--- src/hdl/assert_macros.svh ---
// assertion macros for the rtl files of the rmc parser
// no dependencies; included by the modules that carry assertions
`ifndef ASSERT_MACROS_SVH
`define ASSERT_MACROS_SVH

// property must hold at every clock edge outside reset
`define ASSERT_CLK(label, prop, msg) \
    label: assert property (@(posedge clk) disable iff (!rst_n) (prop)) else $error(msg);

// expression must never be true outside reset
`define ASSERT_NEVER(label, expr, msg) \
    label: assert property (@(posedge clk) disable iff (!rst_n) !(expr)) else $error(msg);

`endif

--- src/hdl/gprmc_pkg.sv ---
// shared types and constants of the rmc sentence parser
// no dependencies; used by gprmc_line_parser and gprmc_sentence_parser
package gprmc_pkg;

    // field capacities in characters
    localparam int COORD_CHARS = 11;
    localparam int SPEED_CHARS = 4;
    localparam int TIME_CHARS  = 6;
    localparam int DATE_CHARS  = 6;
    localparam int COORD_SLOTS = 11;
    localparam int SPEED_SLOTS = 4;
    localparam int HEAD_LEN    = 6;

    // ascii codes
    localparam logic [7:0] CHAR_NEWLINE = 8'h0A;
    localparam logic [7:0] CHAR_COMMA   = 8'h2C;
    localparam logic [7:0] CHAR_A       = 8'h41;
    localparam logic [7:0] CHAR_N       = 8'h4E;
    localparam logic [7:0] CHAR_S       = 8'h53;
    localparam logic [7:0] CHAR_E       = 8'h45;
    localparam logic [7:0] CHAR_W       = 8'h57;

    // sentence head "$GPRMC"
    localparam logic [7:0] HEAD_TEXT [HEAD_LEN] = '{8'h24, 8'h47, 8'h50, 8'h52, 8'h4D, 8'h43};

    // field numbers counted by commas
    localparam logic [3:0] FIELD_TIME    = 4'd1;
    localparam logic [3:0] FIELD_STATUS  = 4'd2;
    localparam logic [3:0] FIELD_LAT     = 4'd3;
    localparam logic [3:0] FIELD_LAT_HEM = 4'd4;
    localparam logic [3:0] FIELD_LON     = 4'd5;
    localparam logic [3:0] FIELD_LON_HEM = 4'd6;
    localparam logic [3:0] FIELD_SPEED   = 4'd7;
    localparam logic [3:0] FIELD_DATE    = 4'd9;
    localparam logic [3:0] COUNT_MAX     = 4'd15;

    // hemisphere codes
    localparam logic [1:0] HEMI_NONE  = 2'd0;
    localparam logic [1:0] HEMI_FIRST = 2'd1;
    localparam logic [1:0] HEMI_SECOND = 2'd2;

    // one parsed sentence
    typedef struct packed {
        logic [47:0] utc_time_text;
        logic        fix_valid;
        logic [63:0] lat_text_high;
        logic [23:0] lat_text_low;
        logic [1:0]  lat_hemisphere;
        logic [63:0] lon_text_high;
        logic [23:0] lon_text_low;
        logic [1:0]  lon_hemisphere;
        logic [31:0] speed_text;
        logic [47:0] utc_date_text;
    } gprmc_result_t;

endpackage

--- src/hdl/gprmc_sentence_parser.sv ---
// top level of the rmc sentence parser: input register, line parser, result register
// depends on gprmc_pkg, gprmc_line_parser and assert_macros.svh
//
// usage
// - input channel: rx_byte with in_valid / in_stall; one byte per transaction,
//   accepted at a clock edge with in_valid high and in_stall low
// - output channel: the ten result fields with out_valid / out_stall; one
//   transaction per newline that ends a line starting with "$GPRMC"
// - every byte is first held in the input register, then parsed by the line parser,
//   which updates its stores and, on a newline, loads the result register
// - the newline passes the input register, then the line parser loads the result
//   register and out_valid rises, so the result can be taken from it
// - throughput is one byte per cycle while out_stall is low; the single
//   input register and the result register set that figure
// - while a result waits under out_stall, the byte in the input register
//   waits too and in_stall rises; stalled outputs hold their values
// - reset clears the line state to line start, all stores to zero and both
//   registers to empty; no clearing pass follows
`include "assert_macros.svh"

module gprmc_sentence_parser
(
    input  logic        clk,
    input  logic        rst_n,
    input  logic        in_valid,
    output logic        in_stall,
    input  logic [7:0]  rx_byte,
    output logic        out_valid,
    input  logic        out_stall,
    output logic [47:0] utc_time_text,
    output logic        fix_valid,
    output logic [63:0] lat_text_high,
    output logic [23:0] lat_text_low,
    output logic [1:0]  lat_hemisphere,
    output logic [63:0] lon_text_high,
    output logic [23:0] lon_text_low,
    output logic [1:0]  lon_hemisphere,
    output logic [31:0] speed_text,
    output logic [47:0] utc_date_text
);

    logic                     s1_valid_reg;
    logic [7:0]               s1_byte_reg;
    logic                     out_valid_reg;
    gprmc_pkg::gprmc_result_t out_reg;
    logic                     out_free;
    logic                     s1_fire;
    logic                     in_take;
    logic                     hit;
    gprmc_pkg::gprmc_result_t result;

    // handshake control
    assign out_free = !out_valid_reg || !out_stall;
    assign s1_fire  = s1_valid_reg && out_free;
    assign in_stall = s1_valid_reg && !out_free;
    assign in_take  = in_valid && !in_stall;

    // input register
    always_ff @(posedge clk or negedge rst_n)
    begin
        if (!rst_n)
        begin
            s1_valid_reg <= 1'b0;
        end
        else if (in_take || s1_fire)
        begin
            s1_valid_reg <= in_take;
        end
    end

    always_ff @(posedge clk)
    begin
        if (in_take)
        begin
            s1_byte_reg <= rx_byte;
        end
    end

    // line parser
    gprmc_line_parser u_line_parser
    (
        .clk     (clk),
        .rst_n   (rst_n),
        .step    (s1_fire),
        .rx_byte (s1_byte_reg),
        .hit     (hit),
        .result  (result)
    );

    // result register
    always_ff @(posedge clk or negedge rst_n)
    begin
        if (!rst_n)
        begin
            out_valid_reg <= 1'b0;
        end
        else if (hit)
        begin
            out_valid_reg <= 1'b1;
        end
        else if (!out_stall)
        begin
            out_valid_reg <= 1'b0;
        end
    end

    always_ff @(posedge clk)
    begin
        if (hit)
        begin
            out_reg <= result;
        end
    end

    // outputs
    assign out_valid      = out_valid_reg;
    assign utc_time_text  = out_reg.utc_time_text;
    assign fix_valid      = out_reg.fix_valid;
    assign lat_text_high  = out_reg.lat_text_high;
    assign lat_text_low   = out_reg.lat_text_low;
    assign lat_hemisphere = out_reg.lat_hemisphere;
    assign lon_text_high  = out_reg.lon_text_high;
    assign lon_text_low   = out_reg.lon_text_low;
    assign lon_hemisphere = out_reg.lon_hemisphere;
    assign speed_text     = out_reg.speed_text;
    assign utc_date_text  = out_reg.utc_date_text;

    // checks
    `ASSERT_CLK(a_hit_loads_out, hit |=> out_valid_reg, "parsed sentence did not reach output")
    `ASSERT_NEVER(a_hit_while_full, hit && !out_free, "result would overwrite a waiting one")
    `ASSERT_NEVER(a_stall_without_byte, in_stall && !s1_valid_reg, "input stalled while empty")
    `ASSERT_NEVER(a_bad_hemisphere, out_valid_reg &&
        (lat_hemisphere == 2'd3 || lon_hemisphere == 2'd3), "hemisphere code out of range")

endmodule

--- src/hdl/gprmc_line_parser.sv ---
// per-byte line state and field capture of the rmc parser
// depends on gprmc_pkg
module gprmc_line_parser
(
    input  logic                     clk,
    input  logic                     rst_n,
    input  logic                     step,
    input  logic [7:0]               rx_byte,
    output logic                     hit,
    output gprmc_pkg::gprmc_result_t result
);

    logic [2:0] pos_reg, pos_next;
    logic       prefix_reg, prefix_next;
    logic [3:0] field_reg, field_next;
    logic [3:0] index_reg, index_next;
    logic [7:0] time_reg  [gprmc_pkg::TIME_CHARS];
    logic [7:0] time_next [gprmc_pkg::TIME_CHARS];
    logic       status_reg, status_next;
    logic [7:0] lat_reg   [gprmc_pkg::COORD_SLOTS];
    logic [7:0] lat_next  [gprmc_pkg::COORD_SLOTS];
    logic [1:0] lat_hem_reg, lat_hem_next;
    logic [7:0] lon_reg   [gprmc_pkg::COORD_SLOTS];
    logic [7:0] lon_next  [gprmc_pkg::COORD_SLOTS];
    logic [1:0] lon_hem_reg, lon_hem_next;
    logic [7:0] speed_reg  [gprmc_pkg::SPEED_SLOTS];
    logic [7:0] speed_next [gprmc_pkg::SPEED_SLOTS];
    logic [7:0] date_reg  [gprmc_pkg::DATE_CHARS];
    logic [7:0] date_next [gprmc_pkg::DATE_CHARS];

    // next line state for one byte
    always_comb
    begin
        pos_next     = pos_reg;
        prefix_next  = prefix_reg;
        field_next   = field_reg;
        index_next   = index_reg;
        time_next    = time_reg;
        status_next  = status_reg;
        lat_next     = lat_reg;
        lat_hem_next = lat_hem_reg;
        lon_next     = lon_reg;
        lon_hem_next = lon_hem_reg;
        speed_next   = speed_reg;
        date_next    = date_reg;
        hit          = 1'b0;
        if (step)
        begin
            if (rx_byte == gprmc_pkg::CHAR_NEWLINE)
            begin
                // end of line: report if the head matched, then back to line start
                hit          = prefix_reg && (pos_reg == 3'(gprmc_pkg::HEAD_LEN));
                pos_next     = 3'd0;
                prefix_next  = 1'b1;
                field_next   = 4'd0;
                index_next   = 4'd0;
                status_next  = 1'b0;
                lat_hem_next = gprmc_pkg::HEMI_NONE;
                lon_hem_next = gprmc_pkg::HEMI_NONE;
                for (int k = 0; k < gprmc_pkg::TIME_CHARS; k++)
                begin
                    time_next[k] = 8'd0;
                end
                for (int k = 0; k < gprmc_pkg::COORD_SLOTS; k++)
                begin
                    lat_next[k] = 8'd0;
                    lon_next[k] = 8'd0;
                end
                for (int k = 0; k < gprmc_pkg::SPEED_SLOTS; k++)
                begin
                    speed_next[k] = 8'd0;
                end
                for (int k = 0; k < gprmc_pkg::DATE_CHARS; k++)
                begin
                    date_next[k] = 8'd0;
                end
            end
            else
            begin
                // head check over the first characters of the line
                if (pos_reg < 3'(gprmc_pkg::HEAD_LEN))
                begin
                    if (rx_byte != gprmc_pkg::HEAD_TEXT[pos_reg])
                    begin
                        prefix_next = 1'b0;
                    end
                    pos_next = pos_reg + 3'd1;
                end
                if (rx_byte == gprmc_pkg::CHAR_COMMA)
                begin
                    if (field_reg != gprmc_pkg::COUNT_MAX)
                    begin
                        field_next = field_reg + 4'd1;
                    end
                    index_next = 4'd0;
                end
                else
                begin
                    // capture into the current field
                    case (field_reg)
                        gprmc_pkg::FIELD_TIME:
                        begin
                            for (int k = 0; k < gprmc_pkg::TIME_CHARS; k++)
                            begin
                                if (index_reg == 4'(k)) time_next[k] = rx_byte;
                            end
                        end
                        gprmc_pkg::FIELD_STATUS:
                        begin
                            status_next = (rx_byte == gprmc_pkg::CHAR_A);
                        end
                        gprmc_pkg::FIELD_LAT:
                        begin
                            for (int k = 0; k < gprmc_pkg::COORD_CHARS; k++)
                            begin
                                if (index_reg == 4'(k)) lat_next[k] = rx_byte;
                            end
                        end
                        gprmc_pkg::FIELD_LAT_HEM:
                        begin
                            if (rx_byte == gprmc_pkg::CHAR_N)
                                lat_hem_next = gprmc_pkg::HEMI_FIRST;
                            else if (rx_byte == gprmc_pkg::CHAR_S)
                                lat_hem_next = gprmc_pkg::HEMI_SECOND;
                        end
                        gprmc_pkg::FIELD_LON:
                        begin
                            for (int k = 0; k < gprmc_pkg::COORD_CHARS; k++)
                            begin
                                if (index_reg == 4'(k)) lon_next[k] = rx_byte;
                            end
                        end
                        gprmc_pkg::FIELD_LON_HEM:
                        begin
                            if (rx_byte == gprmc_pkg::CHAR_E)
                                lon_hem_next = gprmc_pkg::HEMI_FIRST;
                            else if (rx_byte == gprmc_pkg::CHAR_W)
                                lon_hem_next = gprmc_pkg::HEMI_SECOND;
                        end
                        gprmc_pkg::FIELD_SPEED:
                        begin
                            for (int k = 0; k < gprmc_pkg::SPEED_CHARS; k++)
                            begin
                                if (index_reg == 4'(k)) speed_next[k] = rx_byte;
                            end
                        end
                        gprmc_pkg::FIELD_DATE:
                        begin
                            for (int k = 0; k < gprmc_pkg::DATE_CHARS; k++)
                            begin
                                if (index_reg == 4'(k)) date_next[k] = rx_byte;
                            end
                        end
                        default:
                        begin
                        end
                    endcase
                    if (index_reg != gprmc_pkg::COUNT_MAX)
                    begin
                        index_next = index_reg + 4'd1;
                    end
                end
            end
        end
    end

    // line state registers
    always_ff @(posedge clk or negedge rst_n)
    begin
        if (!rst_n)
        begin
            pos_reg     <= 3'd0;
            prefix_reg  <= 1'b1;
            field_reg   <= 4'd0;
            index_reg   <= 4'd0;
            status_reg  <= 1'b0;
            lat_hem_reg <= gprmc_pkg::HEMI_NONE;
            lon_hem_reg <= gprmc_pkg::HEMI_NONE;
            for (int k = 0; k < gprmc_pkg::TIME_CHARS; k++)
            begin
                time_reg[k] <= 8'd0;
            end
            for (int k = 0; k < gprmc_pkg::COORD_SLOTS; k++)
            begin
                lat_reg[k] <= 8'd0;
                lon_reg[k] <= 8'd0;
            end
            for (int k = 0; k < gprmc_pkg::SPEED_SLOTS; k++)
            begin
                speed_reg[k] <= 8'd0;
            end
            for (int k = 0; k < gprmc_pkg::DATE_CHARS; k++)
            begin
                date_reg[k] <= 8'd0;
            end
        end
        else
        begin
            pos_reg     <= pos_next;
            prefix_reg  <= prefix_next;
            field_reg   <= field_next;
            index_reg   <= index_next;
            status_reg  <= status_next;
            lat_hem_reg <= lat_hem_next;
            lon_hem_reg <= lon_hem_next;
            time_reg    <= time_next;
            lat_reg     <= lat_next;
            lon_reg     <= lon_next;
            speed_reg   <= speed_next;
            date_reg    <= date_next;
        end
    end

    // pack the stores, first character in the top byte
    always_comb
    begin
        result.fix_valid      = status_reg;
        result.lat_hemisphere = lat_hem_reg;
        result.lon_hemisphere = lon_hem_reg;
        for (int k = 0; k < gprmc_pkg::TIME_CHARS; k++)
        begin
            result.utc_time_text[(gprmc_pkg::TIME_CHARS - k) * 8 - 1 -: 8] = time_reg[k];
        end
        for (int k = 0; k < gprmc_pkg::DATE_CHARS; k++)
        begin
            result.utc_date_text[(gprmc_pkg::DATE_CHARS - k) * 8 - 1 -: 8] = date_reg[k];
        end
        for (int k = 0; k < 8; k++)
        begin
            result.lat_text_high[(8 - k) * 8 - 1 -: 8] = lat_reg[k];
            result.lon_text_high[(8 - k) * 8 - 1 -: 8] = lon_reg[k];
        end
        for (int k = 0; k < 3; k++)
        begin
            result.lat_text_low[(3 - k) * 8 - 1 -: 8] = lat_reg[8 + k];
            result.lon_text_low[(3 - k) * 8 - 1 -: 8] = lon_reg[8 + k];
        end
        for (int k = 0; k < gprmc_pkg::SPEED_SLOTS; k++)
        begin
            result.speed_text[(gprmc_pkg::SPEED_SLOTS - k) * 8 - 1 -: 8] = speed_reg[k];
        end
    end

endmodule
--- config.mk ---
export PLATFORM = sky130hd
export DESIGN_NAME = gprmc_sentence_parser
export DESIGN_NICKNAME = d
export VERILOG_FILES = /design/src/hdl/gprmc_pkg.sv /design/src/hdl/gprmc_sentence_parser.sv /design/src/hdl/gprmc_line_parser.sv
export VERILOG_INCLUDE_DIRS = /design/src /design/src/hdl
export SDC_FILE = /design/constraint.sdc
export NUM_CORES = 1
export LEC_CHECK = 0
export ABC_AREA = 1
export BUFFER_PORTS_ARGS = -buffer_cell sky130_fd_sc_hd__buf_2
export CORE_ASPECT_RATIO = 1.75
export CORE_UTILIZATION = 35
export CTS_CLUSTER_SIZE = 25
export DETAILED_ROUTE_END_ITERATION = 8
export SETUP_SLACK_MARGIN = 0.1
export SKIP_LAST_GASP = 1
export SYNTH_ARGS = -nofsm -noshare
export SYNTH_HDL_FRONTEND = slang
export SYNTH_SLANG_ARGS = --single-unit
--- constraint.sdc ---
create_clock -name clk -period 21.5 [get_ports clk]
set_input_delay 3.225 -clock clk [delete_from_list [all_inputs] [get_ports clk]]
set_output_delay 3.225 -clock clk [all_outputs]
set_load 0.03 [all_outputs]
==> impl_metrics.ini <==
[floorplan]
row_count = 123
die_x_um = 194.4
initial_utilization_pct = 35.34
dieArea_sq_um = 65860
coreArea_sq_um = 64180
ioPinCount = 323
die_h_um = 338.8

[grt]
antenna_found_initial = 2
grt_overflow_total = 0
grt.total_usage_pct = 18.50
grt_pass1_wl_um = 90910
grt_max_degree = 154
grt_pass1_vias = 14610

[routing]
vias_per_cell = 4.817
first_pass_iters = 7
drc = 0
wl_per_cell_um = 20.45
drtIter0Drc = 720
drt-total-wl_um = 60490
detail-route-antenna-nets = 0
vias = 14250

[layout]
nFillCells = 5970
drive_gt1_share_pct = 22.01
largest_reg_flops = 304
layout.nets = 2121
stdcell_area_sq_um = 27190
synthToLayoutAreaGrowth_pct = 19.90

[hold_path]
hold_depth = 0
hold_start = u_line_parser.result[3]$_DFFE_PN0P_
hold_path_class = flop to flop
min_to = utc_date_text[3]$_DFFE_PP_

[place]
post_dp_cell_area_sq_um = 25200
numPortBuffers = 322
dp_hpwl_um = 39080
gp_congestion = 0.8275

[sta]
drv_slew = 0
fin_crit_ns = 7.052
finalClockSkew_ns = 0.02339
fin_crit_sh_pct = 32.80
fmax_mhz = 141.8
setup_violations = 0
slew_headroom_pct = 26.87
rsz0062_at_grt = false
final_hold_viol_count = 0
worst_pin_slew_ns = 1.097
fin_tns_setup_ns = 0

[worst_setup_path]
r2r_slack_ns = 17.41
critical_path_class = input pin to output port
cp_max_fo = 3
critical_path_required_ns = 18.27
rr_startpoint = s1_byte_reg[0]$_DFFE_PP_
cp.arrival_ns = 3.83
cp-end-kind = output port
ff2ff_path_depth = 9
critPathLaunchType = input pin
rr_endpoint = utc_date_text[6]$_DFFE_PP_

[synth]
synth_top_family_by_area = simple AND/OR/NAND/NOR gates
synth_edf_count = 317
synth_compound_area_share_pct = 5.164
synthArstFlopShare_pct = 50.47
ys.flop_type = dfrtp_1
netlist_instances = 1767
synth_seq_area_share_pct = 77.61
yosys.area_share.adder_pct = 0.6620
synthXorXnorAreaFrac_pct = 0.1158
yosys_register_bits = 640
synth_nets = 1791
synth-simple-area-share_pct = 13.97
syn_area_per_cell_sq_um = 12.84
synthMuxAreaShare_pct = 0
synth_cell_types = 31
synth_warnings = 0
netlist_area_sq_um = 22680

[clock_tree]
cts_buffers = 56
cts_max_level = 2
cts-hold-fix-buffers = 0
cts_setup_buffers = 0
cts_resized = 0
cts_max_path_buffers = 3
root_buffer = clkbuf_16
tritoncts = yes
clock_latency_ns = 0.62
cts_sinks = 640
path_clk_slew_ns = 0.07

[power_and_ir_drop]
ir_drop_mv = 0.06782
powerDensity_nw_per_um2 = 95.25
power.leakage_uw = 0.01275

[outcome]
status = finished clean

[run]
drv_cap = 0
worst max-delay path, cell delays in order:
cell	delay, ns
buf_2	0.08
nand2_1	0.11
nor2_1	0.17
buf_2	0.23
routing by layer:
metal  global-route usage [%]  vias to the layer above  share of wire, %
met1                    20.67                     6960                38
met3                    3.900                      145               5.6
met4                    9.937                        0               5.1
met5                        0                        -                 0
li1                         -                     6655                 -
met2                    32.77                      485                51
placed cells by master (no fill, tap or decap), drive strengths merged:
master	count
edfxtp	317
nor2	40
xor2	3
a21oi	13
dfstp	1
inv	51
o21ai	200
dfrtp	322
nand4	10
bufinv	8
nand3	152
or2	1
nor3	2
clkinvlp	4
nor4	1
nand3b	1
diode	1
buf	348
ha	12
clkbuf	79
clkinv	14
nand2	565
metrics by stage:
step	power, uW	hold slack [ns]	utilization, %	std cells	setup slack, ns
floorplan	1465	0.4186	-	1767	3.954
global placement	1530	0.4308	39.27	2851	14.38
detailed placement	1538	0.4310	39.27	2851	14.43
CTS	2619	0.4380	42.37	2956	14.43
global route	2688	0.4500	42.37	2956	14.37
finish	2590	0.4435	42.38	2957	14.45
power breakdown:
part | switching, uW | internal (uW)
clock network | 452 | 627
registers | 28.3 | 1320
logic | 121 | 42.3
total | 601 | 1990
cell families after synthesis:
family          count (synthesis)
compound gates                213
fa+ha+maj                      12
simple gates                  772
flops                         640
xor+xnor                        3
buf+inv                       127
synth_stat cells (2+ instances only):
library cell    n  area [sq um]
nand2_1       559          2098
dfrtp_1       322          8058
edfxtp_1      317          9519
o21ai_0       196         980.9
nand3_1       150         750.7
inv_1          46         172.7
buf_2          38         190.2
nor2_1         36         135.1
clkbuf_1       24         90.09
ha_1           12         150.1
nand4_1        10         62.56
a21oi_4         9         146.4
buf_1           8         30.03
a21oi_1         4         20.02
nand2_2         4         25.02
nor2_2          4         25.02
buf_4           3         22.52
buf_6           3         33.78
o21ai_1         3         15.01
xor2_1          3         26.28
clkinv_1        2         7.510
inv_2           2         7.510
nand2_4         2         22.52
nand3_2         2         20.02
nor3_1          2         10.01
worst max-delay path by stage:
stage / start / endpoint / slack (ns) / depth (start not counted)
finish: out_stall / in_stall / 14.45 / 4
global route: out_stall / in_stall / 14.37 / 4
CTS: out_stall / in_stall / 14.43 / 4
detailed placement: out_stall / in_stall / 14.43 / 4
global placement: out_stall / in_stall / 14.38 / 4
floorplan: out_stall / fix_valid$_DFFE_PP_ / 3.95 / 5
area by class of cell:
| class | instances | area (sq um) | share of cell area (%) |
|---|---|---|---|
| clock inverter | 26 | 359.1 | 1.320 |
| multi-input combinational | 1000 | 4548 | 16.72 |
| sequential | 640 | 17600 | 64.73 |
| antenna | 1 | 2.502 | 0.009202 |
| inverter | 51 | 193.9 | 0.7131 |
| timing repair buffer | 348 | 1842 | 6.773 |
| tap | 812 | 1016 | 3.736 |
| clock buffer | 79 | 1630 | 5.995 |
No activity file was read; power rests on OpenSTA's default activity.
